`src/sv/mfp_pkg.sv`:
```
// ----------------------------------------------------------------------------
// Motor frame parser package
// Payload types, result kinds, error codes and register indexes.
// ----------------------------------------------------------------------------
package mfp_pkg;

  // Result kinds
  localparam logic [1:0] KIND_CONTROLLED   = 2'd0;
  localparam logic [1:0] KIND_UNCONTROLLED = 2'd1;
  localparam logic [1:0] KIND_BRUSHLESS    = 2'd2;
  localparam logic [1:0] KIND_STATUS       = 2'd3;

  // Status error codes
  localparam logic [1:0] ERR_NONE      = 2'd0;
  localparam logic [1:0] ERR_TOO_SHORT = 2'd1;
  localparam logic [1:0] ERR_LENGTH    = 2'd2;
  localparam logic [1:0] ERR_BAD_ID    = 2'd3;

  // Configuration register indexes
  localparam logic [1:0] REG_CONTROLLED_LIMIT   = 2'd0;
  localparam logic [1:0] REG_UNCONTROLLED_LIMIT = 2'd1;
  localparam logic [1:0] REG_BRUSHLESS_LIMIT    = 2'd2;

  localparam logic [7:0] ID_LIMIT_RESET = 8'd16;

  // Flag byte bit positions
  localparam int FLAG_FINISHED_BIT = 1;
  localparam int FLAG_NEWCMD_BIT   = 0;

  // Output queue
  localparam int QUEUE_DEPTH = 4;
  localparam int QUEUE_AW    = $clog2(QUEUE_DEPTH);

  typedef struct packed {
    logic [7:0] frame_byte;
    logic       frame_end;
  } in_t;

  typedef struct packed {
    logic [1:0] record_kind;
    logic [7:0] motor_id;
    logic [7:0] target_angle;
    logic [7:0] target_turns;
    logic       finished_flag;
    logic       new_command_flag;
    logic [7:0] switch_value;
    logic       rotation_flag;
    logic       frame_ok;
    logic [1:0] error_code;
    logic       run_last;
  } out_t;

endpackage

```
`src/sv/motor_frame_parser_top.sv`:
```
// ----------------------------------------------------------------------------
// Motor frame parser
// Each accepted byte can push results into the four-entry output queue, whose
// entries are registered. Accepts one byte per cycle while in_stall is low (the
// queue holds at most two entries); a final byte that also completes a valid
// record gives two results, the record first and the status behind it. Sync
// reset clears the parse state and the queue and sets every id limit to 16.
// ----------------------------------------------------------------------------
module motor_frame_parser_top (
  input  logic          clk,
  input  logic          rst,
  input  logic          in_valid,
  output logic          in_stall,
  input  mfp_pkg::in_t  in_data,
  output logic          out_valid,
  input  logic          out_stall,
  output mfp_pkg::out_t out_data,
  input  logic          cfg_we,
  input  logic [1:0]    cfg_index,
  input  logic [7:0]    cfg_data
);
  import mfp_pkg::*;

  typedef enum logic [1:0] {
    SEC_HEADER    = 2'd0,
    SEC_CTRL      = 2'd1,
    SEC_UNCTRL    = 2'd2,
    SEC_BRUSHLESS = 2'd3
  } section_t;

  typedef struct packed {
    section_t   sec;
    logic [7:0] left;
  } entry_t;

  // Pick the first section at or after 'from' that has records.
  function automatic entry_t enter_section(input logic [1:0] from, input logic [7:0] cc,
                                           input logic [7:0] uc, input logic [7:0] bc);
    entry_t e;
    e.sec  = SEC_BRUSHLESS;
    e.left = '0;
    if (from <= SEC_CTRL && cc != 8'd0) begin
      e.sec  = SEC_CTRL;
      e.left = cc;
    end else if (from <= SEC_UNCTRL && uc != 8'd0) begin
      e.sec  = SEC_UNCTRL;
      e.left = uc;
    end else if (bc != 8'd0) begin
      e.sec  = SEC_BRUSHLESS;
      e.left = bc;
    end
    return e;
  endfunction

  // Configuration
  logic [7:0] controlled_id_limit, uncontrolled_id_limit, brushless_id_limit;

  // Parse state
  logic [7:0] byte_position, controlled_count, uncontrolled_count, brushless_count;
  section_t   section;
  logic [7:0] records_left;
  logic [1:0] field_index;
  logic [7:0] staged_id, staged_angle, staged_turns;
  logic       bad_id_seen, overlength_seen;

  logic [7:0] byte_position_next, controlled_count_next, uncontrolled_count_next;
  logic [7:0] brushless_count_next, records_left_next;
  section_t   section_next;
  logic [1:0] field_index_next;
  logic [7:0] staged_id_next, staged_angle_next, staged_turns_next;
  logic       bad_id_seen_next, overlength_seen_next;

  // Output queue
  out_t              queue [QUEUE_DEPTH];
  logic [QUEUE_AW-1:0] wr_ptr, rd_ptr;
  logic [QUEUE_AW:0]   fill;

  logic       accept, pop;
  logic [7:0] b;
  logic       rec_valid;
  out_t       rec, status;
  logic [7:0] limit;
  logic [1:0] code;
  logic [10:0] expect_len;
  entry_t     ent;
  logic [7:0] left_dec;
  logic [1:0] push_n;

  assign accept    = in_valid && !in_stall;
  assign pop       = out_valid && !out_stall;
  assign in_stall  = fill > (QUEUE_AW + 1)'(QUEUE_DEPTH - 2);
  assign out_valid = fill != '0;
  assign out_data  = queue[rd_ptr];
  assign b         = in_data.frame_byte;

  always_comb begin
    byte_position_next      = byte_position;
    controlled_count_next   = controlled_count;
    uncontrolled_count_next = uncontrolled_count;
    brushless_count_next    = brushless_count;
    section_next            = section;
    records_left_next       = records_left;
    field_index_next        = field_index;
    staged_id_next          = staged_id;
    staged_angle_next       = staged_angle;
    staged_turns_next       = staged_turns;
    bad_id_seen_next        = bad_id_seen;
    overlength_seen_next    = overlength_seen;
    rec       = '0;
    rec_valid = 1'b0;
    limit     = brushless_id_limit;
    ent       = '0;
    left_dec  = records_left - 8'd1;

    if (byte_position == 8'd255) begin
      overlength_seen_next = 1'b1;
    end else begin
      byte_position_next = byte_position + 8'd1;
    end

    if (section == SEC_HEADER) begin
      if (byte_position_next == 8'd1) begin
        controlled_count_next = b;
      end else if (byte_position_next == 8'd2) begin
        uncontrolled_count_next = b;
      end else begin
        brushless_count_next = b;
        ent = enter_section(SEC_CTRL, controlled_count, uncontrolled_count, b);
        section_next      = ent.sec;
        records_left_next = ent.left;
        field_index_next  = 2'd0;
      end
    end else if (records_left != 8'd0) begin
      if (field_index == 2'd0) begin
        staged_id_next = b;
        case (section)
          SEC_CTRL:   limit = controlled_id_limit;
          SEC_UNCTRL: limit = uncontrolled_id_limit;
          default:    limit = brushless_id_limit;
        endcase
        if (b == 8'd0 || b >= limit) bad_id_seen_next = 1'b1;
        field_index_next = 2'd1;
      end else if (section == SEC_CTRL && field_index == 2'd1) begin
        staged_angle_next = b;
        field_index_next  = 2'd2;
      end else if (section == SEC_CTRL && field_index == 2'd2) begin
        staged_turns_next = b;
        field_index_next  = 2'd3;
      end else begin
        // Record complete: emit unless an id was bad, then advance
        rec_valid    = !bad_id_seen;
        rec.motor_id = staged_id;
        case (section)
          SEC_CTRL: begin
            rec.record_kind      = KIND_CONTROLLED;
            rec.target_angle     = staged_angle;
            rec.target_turns     = staged_turns;
            rec.finished_flag    = b[FLAG_FINISHED_BIT];
            rec.new_command_flag = b[FLAG_NEWCMD_BIT];
          end
          SEC_UNCTRL: begin
            rec.record_kind   = KIND_UNCONTROLLED;
            rec.switch_value  = {7'd0, b[FLAG_FINISHED_BIT]};
            rec.rotation_flag = b[FLAG_NEWCMD_BIT];
          end
          default: begin
            rec.record_kind  = KIND_BRUSHLESS;
            rec.switch_value = b;
          end
        endcase
        rec.run_last      = !in_data.frame_end;
        field_index_next  = 2'd0;
        records_left_next = left_dec;
        if (left_dec == 8'd0 && section != SEC_BRUSHLESS) begin
          ent = enter_section((section == SEC_CTRL) ? SEC_UNCTRL : SEC_BRUSHLESS,
                              controlled_count, uncontrolled_count, brushless_count);
          section_next      = ent.sec;
          records_left_next = ent.left;
        end
      end
    end

    expect_len = 11'd3 + {1'b0, controlled_count_next, 2'b00}
               + {2'b00, uncontrolled_count_next, 1'b0}
               + {2'b00, brushless_count_next, 1'b0};
    if (!overlength_seen_next && byte_position_next < 8'd3) begin
      code = ERR_TOO_SHORT;
    end else if (overlength_seen_next || {3'b000, byte_position_next} != expect_len) begin
      code = ERR_LENGTH;
    end else if (bad_id_seen_next) begin
      code = ERR_BAD_ID;
    end else begin
      code = ERR_NONE;
    end
    status             = '0;
    status.record_kind = KIND_STATUS;
    status.frame_ok    = (code == ERR_NONE);
    status.error_code  = code;
    status.run_last    = 1'b1;

    push_n = '0;
    if (accept) begin
      push_n = {1'b0, rec_valid} + {1'b0, in_data.frame_end};
    end
  end

  always_ff @(posedge clk) begin
    if (rst) begin
      controlled_id_limit   <= ID_LIMIT_RESET;
      uncontrolled_id_limit <= ID_LIMIT_RESET;
      brushless_id_limit    <= ID_LIMIT_RESET;
      byte_position      <= '0;
      controlled_count   <= '0;
      uncontrolled_count <= '0;
      brushless_count    <= '0;
      section            <= SEC_HEADER;
      records_left       <= '0;
      field_index        <= '0;
      staged_id          <= '0;
      staged_angle       <= '0;
      staged_turns       <= '0;
      bad_id_seen        <= 1'b0;
      overlength_seen    <= 1'b0;
      wr_ptr <= '0;
      rd_ptr <= '0;
      fill   <= '0;
    end else begin
      if (cfg_we) begin
        case (cfg_index)
          REG_CONTROLLED_LIMIT:   controlled_id_limit   <= cfg_data;
          REG_UNCONTROLLED_LIMIT: uncontrolled_id_limit <= cfg_data;
          REG_BRUSHLESS_LIMIT:    brushless_id_limit    <= cfg_data;
          default: ;
        endcase
      end

      if (accept) begin
        if (in_data.frame_end) begin
          // Drop all parse state at frame end
          byte_position      <= '0;
          controlled_count   <= '0;
          uncontrolled_count <= '0;
          brushless_count    <= '0;
          section            <= SEC_HEADER;
          records_left       <= '0;
          field_index        <= '0;
          staged_id          <= '0;
          staged_angle       <= '0;
          staged_turns       <= '0;
          bad_id_seen        <= 1'b0;
          overlength_seen    <= 1'b0;
        end else begin
          byte_position      <= byte_position_next;
          controlled_count   <= controlled_count_next;
          uncontrolled_count <= uncontrolled_count_next;
          brushless_count    <= brushless_count_next;
          section            <= section_next;
          records_left       <= records_left_next;
          field_index        <= field_index_next;
          staged_id          <= staged_id_next;
          staged_angle       <= staged_angle_next;
          staged_turns       <= staged_turns_next;
          bad_id_seen        <= bad_id_seen_next;
          overlength_seen    <= overlength_seen_next;
        end
      end

      wr_ptr <= wr_ptr + QUEUE_AW'(push_n);
      if (pop) rd_ptr <= rd_ptr + QUEUE_AW'(1);
      fill <= fill + (QUEUE_AW + 1)'(push_n) - (QUEUE_AW + 1)'(pop);
    end
  end

  // Queue storage: record first, status behind it
  always_ff @(posedge clk) begin
    if (accept) begin
      if (rec_valid) begin
        queue[wr_ptr] <= rec;
        if (in_data.frame_end) queue[wr_ptr + QUEUE_AW'(1)] <= status;
      end else if (in_data.frame_end) begin
        queue[wr_ptr] <= status;
      end
    end
  end

endmodule
```
`config.mk`:
```
export PLATFORM = sky130hd
export DESIGN_NAME = motor_frame_parser_top
export DESIGN_NICKNAME = d
export VERILOG_FILES = /design/src/sv/mfp_pkg.sv /design/src/sv/motor_frame_parser_top.sv
export SDC_FILE = /design/constraint.sdc
export NUM_CORES = 1
export LEC_CHECK = 0
export BUFFER_PORTS_ARGS = -buffer_cell sky130_fd_sc_hd__buf_2
export CAP_MARGIN = 20
export CORE_ASPECT_RATIO = 0.8
export CORE_MARGIN = 1.5
export CORE_UTILIZATION = 45
export CTS_BUF_LIST = sky130_fd_sc_hd__clkbuf_4 sky130_fd_sc_hd__clkbuf_8 sky130_fd_sc_hd__clkbuf_16
export CTS_CLUSTER_SIZE = 40
export DETAILED_ROUTE_END_ITERATION = 8
export GPL_TIMING_DRIVEN = 0
export PLACE_DENSITY_LB_ADDON = 0.3
export SETUP_SLACK_MARGIN = 0.5
export SLEW_MARGIN = 20
export SYNTH_ARGS = -nofsm -noshare
export SYNTH_HDL_FRONTEND = slang
export SYNTH_SLANG_ARGS = --single-unit
```
`constraint.sdc`:
```
create_clock -name clk -period 12.4 [get_ports clk]
set_input_delay 1.86 -clock clk [delete_from_list [all_inputs] [get_ports clk]]
set_output_delay 1.86 -clock clk [all_outputs]
set_load 0.02 [all_outputs]
```
==> flow_metrics.tcl, run 1 <==
set metrics [dict create \
    dr.first_iter.drc_count 1476 \
    rr_startpoint "byte_position[0]$_SDFFE_PP0P_" \
    grt_util_met1 0.4224 \
    finalHoldViolCount 0 \
    dpl_worst_slack_ns 6.133 \
    clock_latency_ns 0.56 \
    async_flop_share 0 \
    seq_area_frac_synth 0.4066 \
    pin_count 67 \
    die_w_um 196.2 \
    ys.flop_type "dfxtp_1" \
    drc 0 \
    ys_ff_latch 267 \
    crit_end "queue[2][2]$_DFFE_PP_" \
    placed_area_mm2 0.01424 \
    die_y_um 157.6 \
    post_cts_resized 0 \
    worst_slack_ns 6.094 \
    run_status "finished, final reports clean" \
    p_sw_mw 0.8185 \
    layout_commonest_cell "dfxtp_1" \
    slew_headroom 0.2677 \
    r2r-end "queue[2][2]$_DFFE_PP_" \
    p_int_mw 1.696 \
    power.density_mw_per_mm2 164.9 \
    drv_cap 0 \
    grt_usage 0.2862 \
    finalSetupTns_ns 0 \
    syn_inst 1570 \
    cp-startpoint "byte_position[0]$_SDFFE_PP0P_" \
    wl_per_cell_um 21.42 \
    synth.distinct_cells 68 \
    ff2ff_path_depth 18 \
    cp.arrival_ns 6.58 \
    syn-num-nets 1634 \
    dieArea_mm2 0.03092 \
    grt_pass1_wl_mm 68.28 \
    first_global_vias 11654 \
    start_util 0.4578 \
    final_cell_mix "255 x dfxtp_1, 232 x nand2_1, 160 x a21oi_1, 147 x nand3_1, 128 x nor2_1" \
    ant_nets 0 \
    skew_ns 0.01426 \
    syn2layout_area_growth_pct 13.45 \
    first_pass_iters 6 \
    postCtsSetupBuffers 0 \
    period_needed_ns 6.306 \
    setup_viol 0 \
    path_class "flip-flop to flip-flop" \
    busiest_layer "met1" \
    path_max_fanout 10 \
    use_met3 0.06647 \
    largest_reg_flops 164 \
    gr-usage-met2 0.4199 \
    crit_required_ns 12.68 \
    r2r_setup_slack_ns 6.09 \
    antenna_found_initial 1 \
    clock-root-buffer "clkbuf_16" \
    finalWeightedCongestion 0.9564 \
    yosys_warnings 0 \
    start_kind "flip-flop" \
    rsz0062_at_grt "false" \
    overflow 0 \
    worst_pin_slew_ns 1.091 \
    fin_area_mm2 0.01525 \
    dp.final_hpwl_mm 31.86 \
    vias_per_cell 6.127 \
    min_path_type "flip-flop to flip-flop" \
    core_mm2 0.02936 \
    drv_slew 0 \
    vias 12653 \
    grt_max_degree 15 \
    cts.sinks 267 \
    synth_area_mm2 0.01344 \
    finalWirelength_mm 44.23 \
    regMostFlops "queue" \
    clkPwrFrac 0.363 \
    period_share 0.5085 \
    clk_path_buf_depth 3 \
    combPwrFrac 0.264 \
    numCtsBuffers 28 \
    drive_gt1_frac 0.1174 \
    endpoint_kind "flip-flop" \
    synth.avg_cell_area_um2 8.561 \
    synth-edff-count 12 \
    fin_nets 1729 \
    finish.utilization 0.5194 \
    portBuffers 65 \
    h-tree-depth 1 \
    p_leak_nw 6.160 \
    fmax_mhz 158.6 \
    ir_drop_uv 111.6 \
    p_seq_frac 0.373 \
    rows 56 \
    clkSlewWorstSetupHoldPaths_ns 0.06 \
    p_sw_frac 0.3256 \
    ctsHoldBuffers 0 \
    cts_tree "yes" \
]
==> power groups by stage <==
stage / logic [mW] / registers (mW) / clock network, mW
floorplan: 0.470 / 0.943 / 0
global placement: 0.636 / 0.954 / 0
detailed placement: 0.649 / 0.955 / 0
CTS: 0.653 / 0.936 / 0.918
global route: 0.719 / 0.941 / 0.956
finish: 0.664 / 0.938 / 0.913
==> cells in the mapped netlist, types with 6 or more instances <==
cell type	instances	share of area
a211o_1	14	0.0091
a211oi_1	15	0.0084
a21o_1	6	0.0034
a21oi_1	160	0.060
a221o_1	8	0.0060
a22oi_1	13	0.0073
a31oi_1	14	0.0065
and2_1	7	0.0033
and3_1	22	0.010
buf_1	10	0.0028
buf_2	24	0.0089
clkbuf_1	91	0.025
dfxtp_1	255	0.38
edfxtp_1	12	0.027
fa_1	9	0.013
ha_1	31	0.029
inv_1	39	0.011
mux2i_1	64	0.048
mux4_2	41	0.069
nand2_1	232	0.065
nand2b_1	9	0.0042
nand3_1	147	0.055
nand3b_1	8	0.0045
nand4_1	6	0.0028
nor2_1	128	0.036
nor2b_1	21	0.0098
nor3_1	28	0.010
nor3b_1	7	0.0039
nor4_1	8	0.0037
o21ai_0	35	0.013
o21ai_1	9	0.0034
or3_1	10	0.0047
or4_1	7	0.0039
xnor2_1	10	0.0065
xor2_1	6	0.0039
==> cell type report <==
type | instances | area, um2
Multi-Input combinational cell | 1137 | 7318
Tap cell | 377 | 471.7
Clock buffer | 38 | 813.3
Clock inverter | 14 | 193.9
Inverter | 40 | 150.1
Fill cell | 2733 | 14110
Sequential cell | 267 | 5465
Antenna cell | 1 | 2.502
Timing Repair Buffer | 65 | 325.3
Buffer | 126 | 508.0
==> worst min-delay path by stage <==
stage | cells past startpoint | from | to
after floorplan | 1 | queue[2][39]$_SDFFE_PP1P_ | queue[2][39]$_SDFFE_PP1P_
final | 2 | queue[0][18]$_SDFFE_PP0P_ | queue[0][18]$_SDFFE_PP0P_
after CTS | 2 | queue[2][18]$_SDFFE_PP0P_ | queue[2][18]$_SDFFE_PP0P_
after detailed placement | 2 | queue[2][18]$_SDFFE_PP0P_ | queue[2][18]$_SDFFE_PP0P_
after global routing | 2 | queue[3][20]$_SDFFE_PP0P_ | queue[3][20]$_SDFFE_PP0P_
after global placement | 2 | queue[2][14]$_SDFFE_PP0P_ | queue[2][14]$_SDFFE_PP0P_
==> metrics by stage <==
stage | total power, mW | instances | hold slack [ns]
3_5_place_dp | 1.604 | 2012 | 0.4447
3_3_place_gp | 1.590 | 2012 | 0.4387
5_1_grt | 2.617 | 2065 | 0.4694
2_1_floorplan | 1.413 | 1570 | 0.4298
6_report | 2.514 | 2065 | 0.4529
4_1_cts | 2.507 | 2064 | 0.4532
==> critical path, cell delays in order, from the launching register on <==
cell and delay (ns):
dfxtp_1 0.51, ha_1 0.27, nand4_1 0.21, nor3_1 0.41, o21a_1 0.19, o211ai_2 0.18
nand2_1 0.35, clkbuf_1 0.54, mux2i_1 0.20, fa_1 0.55, inv_1 0.08, fa_1 0.47
and3_1 0.19, o21ai_0 0.43, a211oi_1 0.17, nor4_2 0.36, nand4_1 0.14, o31ai_1 0.65
nor2_1 0.13
==> per-layer routing <==
metal	vias to the layer above	wire (um)
met1	6095	20110
met5	-	0
met4	0	1035
met3	72	4659
met2	709	18430
li1	5777	-
==> cell families (layout without fill, tap and decap cells) <==
| kind of cell | after synthesis | in the layout | share of synthesized area |
|---|---|---|---|
| adders and majority gates | 40 | 40 | 0.04226 |
| other | 0 | 1 | 0 |
| DFF | 267 | 267 | 0.4066 |
| muxes | 110 | 110 | 0.1206 |
| buffers and inverters | 166 | 283 | 0.04887 |
| AOI/OAI and AO/OA | 311 | 311 | 0.1396 |
| xor gates and xnor gates | 16 | 16 | 0.01043 |
| and+or+nand+nor | 660 | 660 | 0.2316 |
Note: power is estimated with default switching activity, not from simulation.
==> run 2: changes to the inputs <==
==> constraint.sdc (replaced) <==
create_clock -name clk -period 5.32 [get_ports clk]
set_input_delay 0.798 -clock clk [delete_from_list [all_inputs] [get_ports clk]]
set_output_delay 0.798 -clock clk [all_outputs]
set_load 0.02 [all_outputs]
==> run 2 against run 1 <==
Register-to-register slack got worse by 5.8 ns; clock-buffer cell count down 4; die area is the same; total power is 140% higher; global-route usage increased by 0.24 points; largest power group unchanged; routed wire length grew 1.8%; final cell count increased by 0.97%; highest routed layer unchanged.
==> flow_metrics.tcl, run 2 (synthesized netlist as in run 1, its figures left out) <==
set metrics [dict create \
    run_status "finished, final reports clean" \
    die_y_um 157.6 \
    largest_reg_flops 164 \
    numCtsBuffers 27 \
    clock-root-buffer "clkbuf_16" \
    fin_area_mm2 0.01567 \
    path_class "flip-flop to flip-flop" \
    ant_nets 0 \
    vias 12785 \
    vias_per_cell 6.132 \
    finalHoldViolCount 0 \
    period_needed_ns 5.053 \
    fmax_mhz 197.9 \
    p_leak_nw 6.320 \
    cp.depth 17 \
    dieArea_mm2 0.03092 \
    h-tree-depth 1 \
    drv_cap 0 \
    setup_viol 0 \
    dr.first_iter.drc_count 1644 \
    portBuffers 65 \
    path_cells "and3_1, buf_6, mux2i_1, o211a_1, nand4_1, clkbuf_8, mux2_2, fa_1, ha_2, fa_2, xnor2_2, xnor2_1, or4_4, nor4_4, nand4b_1, or4b_4, nor2_2" \
    path_max_fanout 7 \
    start_kind "flip-flop" \
    clock_latency_ns 0.57 \
    whs_ns 0.4537 \
    regMostFlops "queue" \
    rsz0062_at_grt "true" \
    path_buf_inv 2 \
    path_delay_family "simple AND/OR/NAND/NOR gates" \
    final_cell_mix "250 x dfxtp_1, 230 x nand2_1, 158 x a21oi_1, 146 x nand3_1, 124 x nor2_1" \
    cp.arrival_ns 5.46 \
    first_global_vias 11760 \
    drc 0 \
    rows 56 \
    min_path_type "flip-flop to flip-flop" \
    clk_path_buf_depth 3 \
    endpoint_kind "flip-flop" \
    fin_nets 1749 \
    pin_count 67 \
    syn2layout_area_growth_pct 16.62 \
    finalWeightedCongestion 0.9850 \
    wl_per_cell_um 21.59 \
    whs_path_depth 2 \
    drive_gt1_frac 0.1512 \
    worst_pin_slew_ns 1.071 \
    n_fill_cell 2682 \
    ff2ff_path_depth 17 \
    cpPeakStageDelay_ns 0.58 \
    clkSlewWorstSetupHoldPaths_ns 0.06 \
    fin_cells 2085 \
    finalSetupTns_ns 0 \
    cts_tree "yes" \
    first_pass_iters 5 \
    layout_commonest_cell "dfxtp_1" \
    core_mm2 0.02936 \
    crit_required_ns 5.72 \
    antenna_found_initial 2 \
    ir_drop_uv 249.9 \
    dp.final_hpwl_mm 32.07 \
    placed_cells 2012 \
    drv_slew 0 \
    start_util 0.4578 \
    slowest_stage "or4b_4" \
    grt_pass1_wl_mm 68.83 \
    power.total_mw 6.031 \
    slew_headroom 0.2808 \
    overflow 0 \
    grt_usage 0.2886 \
    finalWirelength_mm 45.02 \
    grt_max_degree 16 \
    period_share 0.9498 \
    cts.sinks 267 \
    die_w_um 196.2 \
    placed_area_mm2 0.01426 \
    power.density_mw_per_mm2 384.8 \
    skew_ns 0.03369 \
]
run 2: cell types whose count changed in the layout (fill, tap and decap cells not counted), sizes merged:
cell,change
diode,+1
bufinv,+2
clkbuf,-4
buf,+21
run 2: metal layers:
layer  vias to the layer above  share of wire  track usage
met2                       770           0.41       0.4169
met5                         -              0            0
li1                       5810              -            -
met1                      6108           0.45       0.4298
met3                        97           0.11      0.05603
met4                         0          0.030      0.09267
run 2: through the flow:
stage	util	setup slack [ns]
4_1_cts	0.5311	0.3635
2_1_floorplan	-	0.5058
3_5_place_dp	0.4859	-0.8461
3_3_place_gp	0.4859	-0.8939
6_report	0.5339	0.2669
5_1_grt	0.5339	0.09917
run 2: power by group:
group	switching [mW]	internal, mW	leakage [nW]
clock	0.868	1.31	0.500
combinational	1.02	0.646	3.65
sequential	0.0790	2.10	2.17
total	1.97	4.06	6.32
run 2: final timing paths:
check / end / slack [ns] / startpoint
min reg2reg: queue[2][28]$_SDFFE_PP0P_ / 0.45 / queue[2][28]$_SDFFE_PP0P_
min: queue[2][28]$_SDFFE_PP0P_ / 0.45 / queue[2][28]$_SDFFE_PP0P_
max reg2reg: queue[0][3]$_DFFE_PP_ / 0.27 / byte_position[2]$_SDFFE_PP0P_
max: queue[0][3]$_DFFE_PP_ / 0.27 / byte_position[2]$_SDFFE_PP0P_
run 2: worst min-delay path, delay by kind of cell, from the launching register on:
kind	cells	cell delay, ns
AND/OR/NAND/NOR	1	0.05
flip-flops	1	0.31
AO/OA/AOI/OAI	1	0.05
run 2: layout make-up:
type | count | area [um2] | share of cell area
multi-input cells | 1137 | 7507 | 0.4790
inverters | 40 | 150.1 | 0.009579
plain buffers | 126 | 560.5 | 0.03576
clock inverters | 16 | 255.2 | 0.01628
clock buffers | 34 | 758.2 | 0.04838
repair buffers | 86 | 486.7 | 0.03105
flip-flops and latches | 267 | 5479 | 0.3496
well taps | 377 | 471.7 | 0.03009
diodes | 2 | 5.005 | 0.0003193
run 2: timing repair:
action,4_1_cts,5_1_grt
endpoints found under the hold margin,0,0
setup endpoints to repair,12,12
hold buffers,0,0
gates resized for setup,49,13
buffers inserted,17,4
pin swaps,26,8
==> run 3: changes to the inputs <==
--- a/config.mk
+++ b/config.mk
@@ -5,6 +5,7 @@
 export SDC_FILE = /design/constraint.sdc
 export NUM_CORES = 1
 export LEC_CHECK = 0
+export ABC_AREA = 1
 export BUFFER_PORTS_ARGS = -buffer_cell sky130_fd_sc_hd__buf_2
 export CAP_MARGIN = 20
 export CORE_ASPECT_RATIO = 0.8
@@ -15,7 +16,7 @@
 export DETAILED_ROUTE_END_ITERATION = 8
 export GPL_TIMING_DRIVEN = 0
 export PLACE_DENSITY_LB_ADDON = 0.3
-export SETUP_SLACK_MARGIN = 0.5
+export SETUP_SLACK_MARGIN = 0.2
 export SLEW_MARGIN = 20
 export SYNTH_ARGS = -nofsm -noshare
 export SYNTH_HDL_FRONTEND = slang
==> run 3 against run 2 <==
Synthesized cell count rose by 22%; first-iteration DRC count shrank 1.6%; fmax rose by 8.4%; design area fell by 2.5%; total power grew 40%; non-clock buffer count is 41 lower; die area is 0.72% higher; sequential share of layout area increased by 0.79 points; core utilization shrank 1.4 points; sequential cell count is the same; critical endpoint is now queue[0][2]$_DFFE_PP_; largest power group is now combinational logic; highest routed layer unchanged.
==> flow_metrics.tcl, run 3 <==
set metrics [dict create \
    run_status "finished, final reports clean" \
    hold-path-endpoint "staged_id[1]$_SDFFE_PP0P_" \
    drive_gt1_frac 0.09660 \
    yosys_warnings 0 \
    whs_path_depth 2 \
    cp-startpoint "byte_position[0]$_SDFFE_PP0P_" \
    gr-usage-met2 0.4141 \
    slowest_stage "fa_1" \
    first_pass_iters 5 \
    ir_drop_uv 345.3 \
    finalSetupTns_ns 0 \
    clock-root-buffer "clkbuf_16" \
    drc 0 \
    r2r-end "queue[0][2]$_DFFE_PP_" \
    async_flop_share 0 \
    p_sw_mw 3.611 \
    period_share 0.8766 \
    grt_pass1_wl_mm 68.82 \
    ys_ff_latch 267 \
    dp.final_hpwl_mm 32.09 \
    ctsHoldBuffers 0 \
    p_leak_nw 6.582 \
    ys.flop_type "dfxtp_1" \
    worst_slack_ns 0.6564 \
    path_max_fanout 9 \
    core_mm2 0.02943 \
    ant_nets 0 \
    synth_largest_area_cell "dfxtp_1" \
    final_cell_mix "309 x nand2_1, 272 x o21ai_0, 255 x dfxtp_1, 214 x nor2_1, 202 x a21oi_1" \
    synth_area_mm2 0.01354 \
    dr.first_iter.drc_count 1617 \
    clk_path_buf_depth 3 \
    wl_per_cell_um 18.15 \
    h-tree-depth 1 \
    synth.avg_cell_area_um2 7.085 \
    finalHoldViolCount 0 \
    ys_top_cells_by_area "dfxtp_1 38%, o21ai_0 10%, nand2_1 8.6%" \
    endpoint_kind "flip-flop" \
    cts.sinks 267 \
    rows 56 \
    period_needed_ns 4.664 \
    p_int_mw 4.821 \
    synth_commonest_cells "309 x nand2_1, 272 x o21ai_0, 255 x dfxtp_1, 215 x nor2_1, 202 x a21oi_1" \
    setup_viol 0 \
    grt_usage 0.2793 \
    skew_ns 0.02118 \
    cp.arrival_ns 4.95 \
    drv_cap 0 \
    path_cells "ha_1, nand2_2, o21ai_1, nand3_1, nor2_4, nand2_1, nor2_4, nand2_4, o21ai_2, fa_1, ha_1, fa_1, nand3_1, nand2_1, nand2_1, nand2_1, nand2_1, nand2_1, a21oi_1, nand2_1, nor2_1, nand3_1, nand2_1, nor2_1" \
    p_sw_frac 0.4282 \
    largest_reg_flops 164 \
    synth-edff-count 12 \
    power.density_mw_per_mm2 551.6 \
    ff2ff_path_depth 24 \
    syn-num-nets 1975 \
    syn2layout_area_growth_pct 12.91 \
    dieArea_mm2 0.03114 \
    start_kind "flip-flop" \
    layout_commonest_cell "nand2_1" \
    regMostFlops "queue" \
    synth.top_cell.area_share 0.3770 \
    synth.most_common_cell "nand2_1" \
    worstHoldStart "staged_id[1]$_SDFFE_PP0P_" \
    fin_nets 2073 \
    busiest_layer "met1" \
    syn_inst 1911 \
    p_seq_frac 0.325 \
    start_util 0.4601 \
    combPwrFrac 0.445 \
    grt_util_met1 0.4165 \
    seq_area_frac_synth 0.4037 \
    crit_required_ns 5.61 \
    vias 13726 \
    vias_per_cell 5.700 \
    use_met3 0.04197 \
    dpl_worst_slack_ns 0.5459 \
    clkPwrFrac 0.230 \
    min_path_type "flip-flop to flip-flop" \
    grt_max_degree 15 \
    clock_latency_ns 0.56 \
    path_class "flip-flop to flip-flop" \
    cp_common_cell "nand2_1" \
    fmax_mhz 214.4 \
    worst_pin_slew_ns 0.9470 \
    r2r_setup_slack_ns 0.66 \
    first_global_vias 12553 \
    overflow 0 \
    cpPeakStageDelay_ns 0.45 \
    drv_slew 0 \
    cts_tree "yes" \
    rsz0062_at_grt "false" \
    die_w_um 196.9 \
    numCtsBuffers 28 \
    portBuffers 66 \
    finalWirelength_mm 43.70 \
    rr_startpoint "byte_position[0]$_SDFFE_PP0P_" \
    clkSlewWorstSetupHoldPaths_ns 0.06 \
    antenna_found_initial 2 \
    finalWeightedCongestion 0.9175 \
    slew_headroom 0.3638 \
    die_y_um 158.1 \
    synth.distinct_cells 49 \
    pin_count 67 \
]
==> run 3: timing repair <==
| action | 4_1_cts | 5_1_grt |
|---|---|---|
| setup endpoints to repair | 0 | 12 |
| gates resized for setup | 0 | 3 |
| buffers inserted | 0 | 2 |
==> run 3: metrics by stage <==
stage	cell area [um2]	power (mW)	utilization	hold WS [ns]	cells
2_1_floorplan	13540	5.362	-	0.4293	1911
3_3_place_gp	14340	6.352	0.4873	0.4444	2354
3_5_place_dp	14350	6.437	0.4876	0.4460	2354
4_1_cts	15250	8.374	0.5183	0.4546	2404
5_1_grt	15290	9.031	0.5195	0.4710	2408
6_report	15290	8.432	0.5195	0.4562	2408
==> run 3: logic make-up after synthesis <==
kind of cell,Yosys count,share of synthesized area
buffers and inverters,278,0.08142
XOR/XNOR,8,0.005175
AND/OR/NAND/NOR,771,0.2540
flip-flops,267,0.4037
adder cells (fa/ha/maj),40,0.04196
AO/OA/AOI/OAI,547,0.2138
==> run 3: power groups by stage <==
stage | Combinational, mW | Clock (mW) | Sequential (mW)
6_report | 3.75 | 1.94 | 2.74
3_3_place_gp | 3.60 | 0 | 2.75
3_5_place_dp | 3.67 | 0 | 2.77
4_1_cts | 3.69 | 1.95 | 2.73
2_1_floorplan | 2.66 | 0 | 2.70
5_1_grt | 4.21 | 2.04 | 2.79
==> run 3: worst max-delay path, delay by kind of cell, from the launching register on <==
family,cells,cell delay [ns]
AO/OA/AOI/OAI,3,0.56
adder cells (fa/ha/maj),4,1.34
flip-flops,1,0.41
AND/OR/NAND/NOR,17,2.12
==> run 3: final cells by class <==
cell class | count | area (um2)
Clock buffer | 36 | 785.8
Antenna cell | 2 | 5.005
Buffer | 103 | 445.4
Inverter | 175 | 656.9
Clock inverter | 14 | 117.6
Tap cell | 377 | 471.7
Timing Repair Buffer | 68 | 345.3
Multi-Input combinational cell | 1366 | 6994
Fill cell | 2925 | 14140
Sequential cell | 267 | 5465
==> run 3: worst max-delay path by stage <==
stage,endpoint,slack (ns)
floorplan,queue[0][2]$_DFFE_PP_,1.19
global placement,queue[1][2]$_DFFE_PP_,0.60
detailed placement,queue[0][2]$_DFFE_PP_,0.55
CTS,queue[0][2]$_DFFE_PP_,0.53
global route,queue[0][2]$_DFFE_PP_,0.22
finish,queue[0][2]$_DFFE_PP_,0.66
==> run 3: metal layers <==
layer / routed length [um] / up-vias
li1: - / 6609
met1: 20490 / 6397
met2: 18130 / 643
met3: 3885 / 77
met4: 1195 / 0
met5: 0 / -
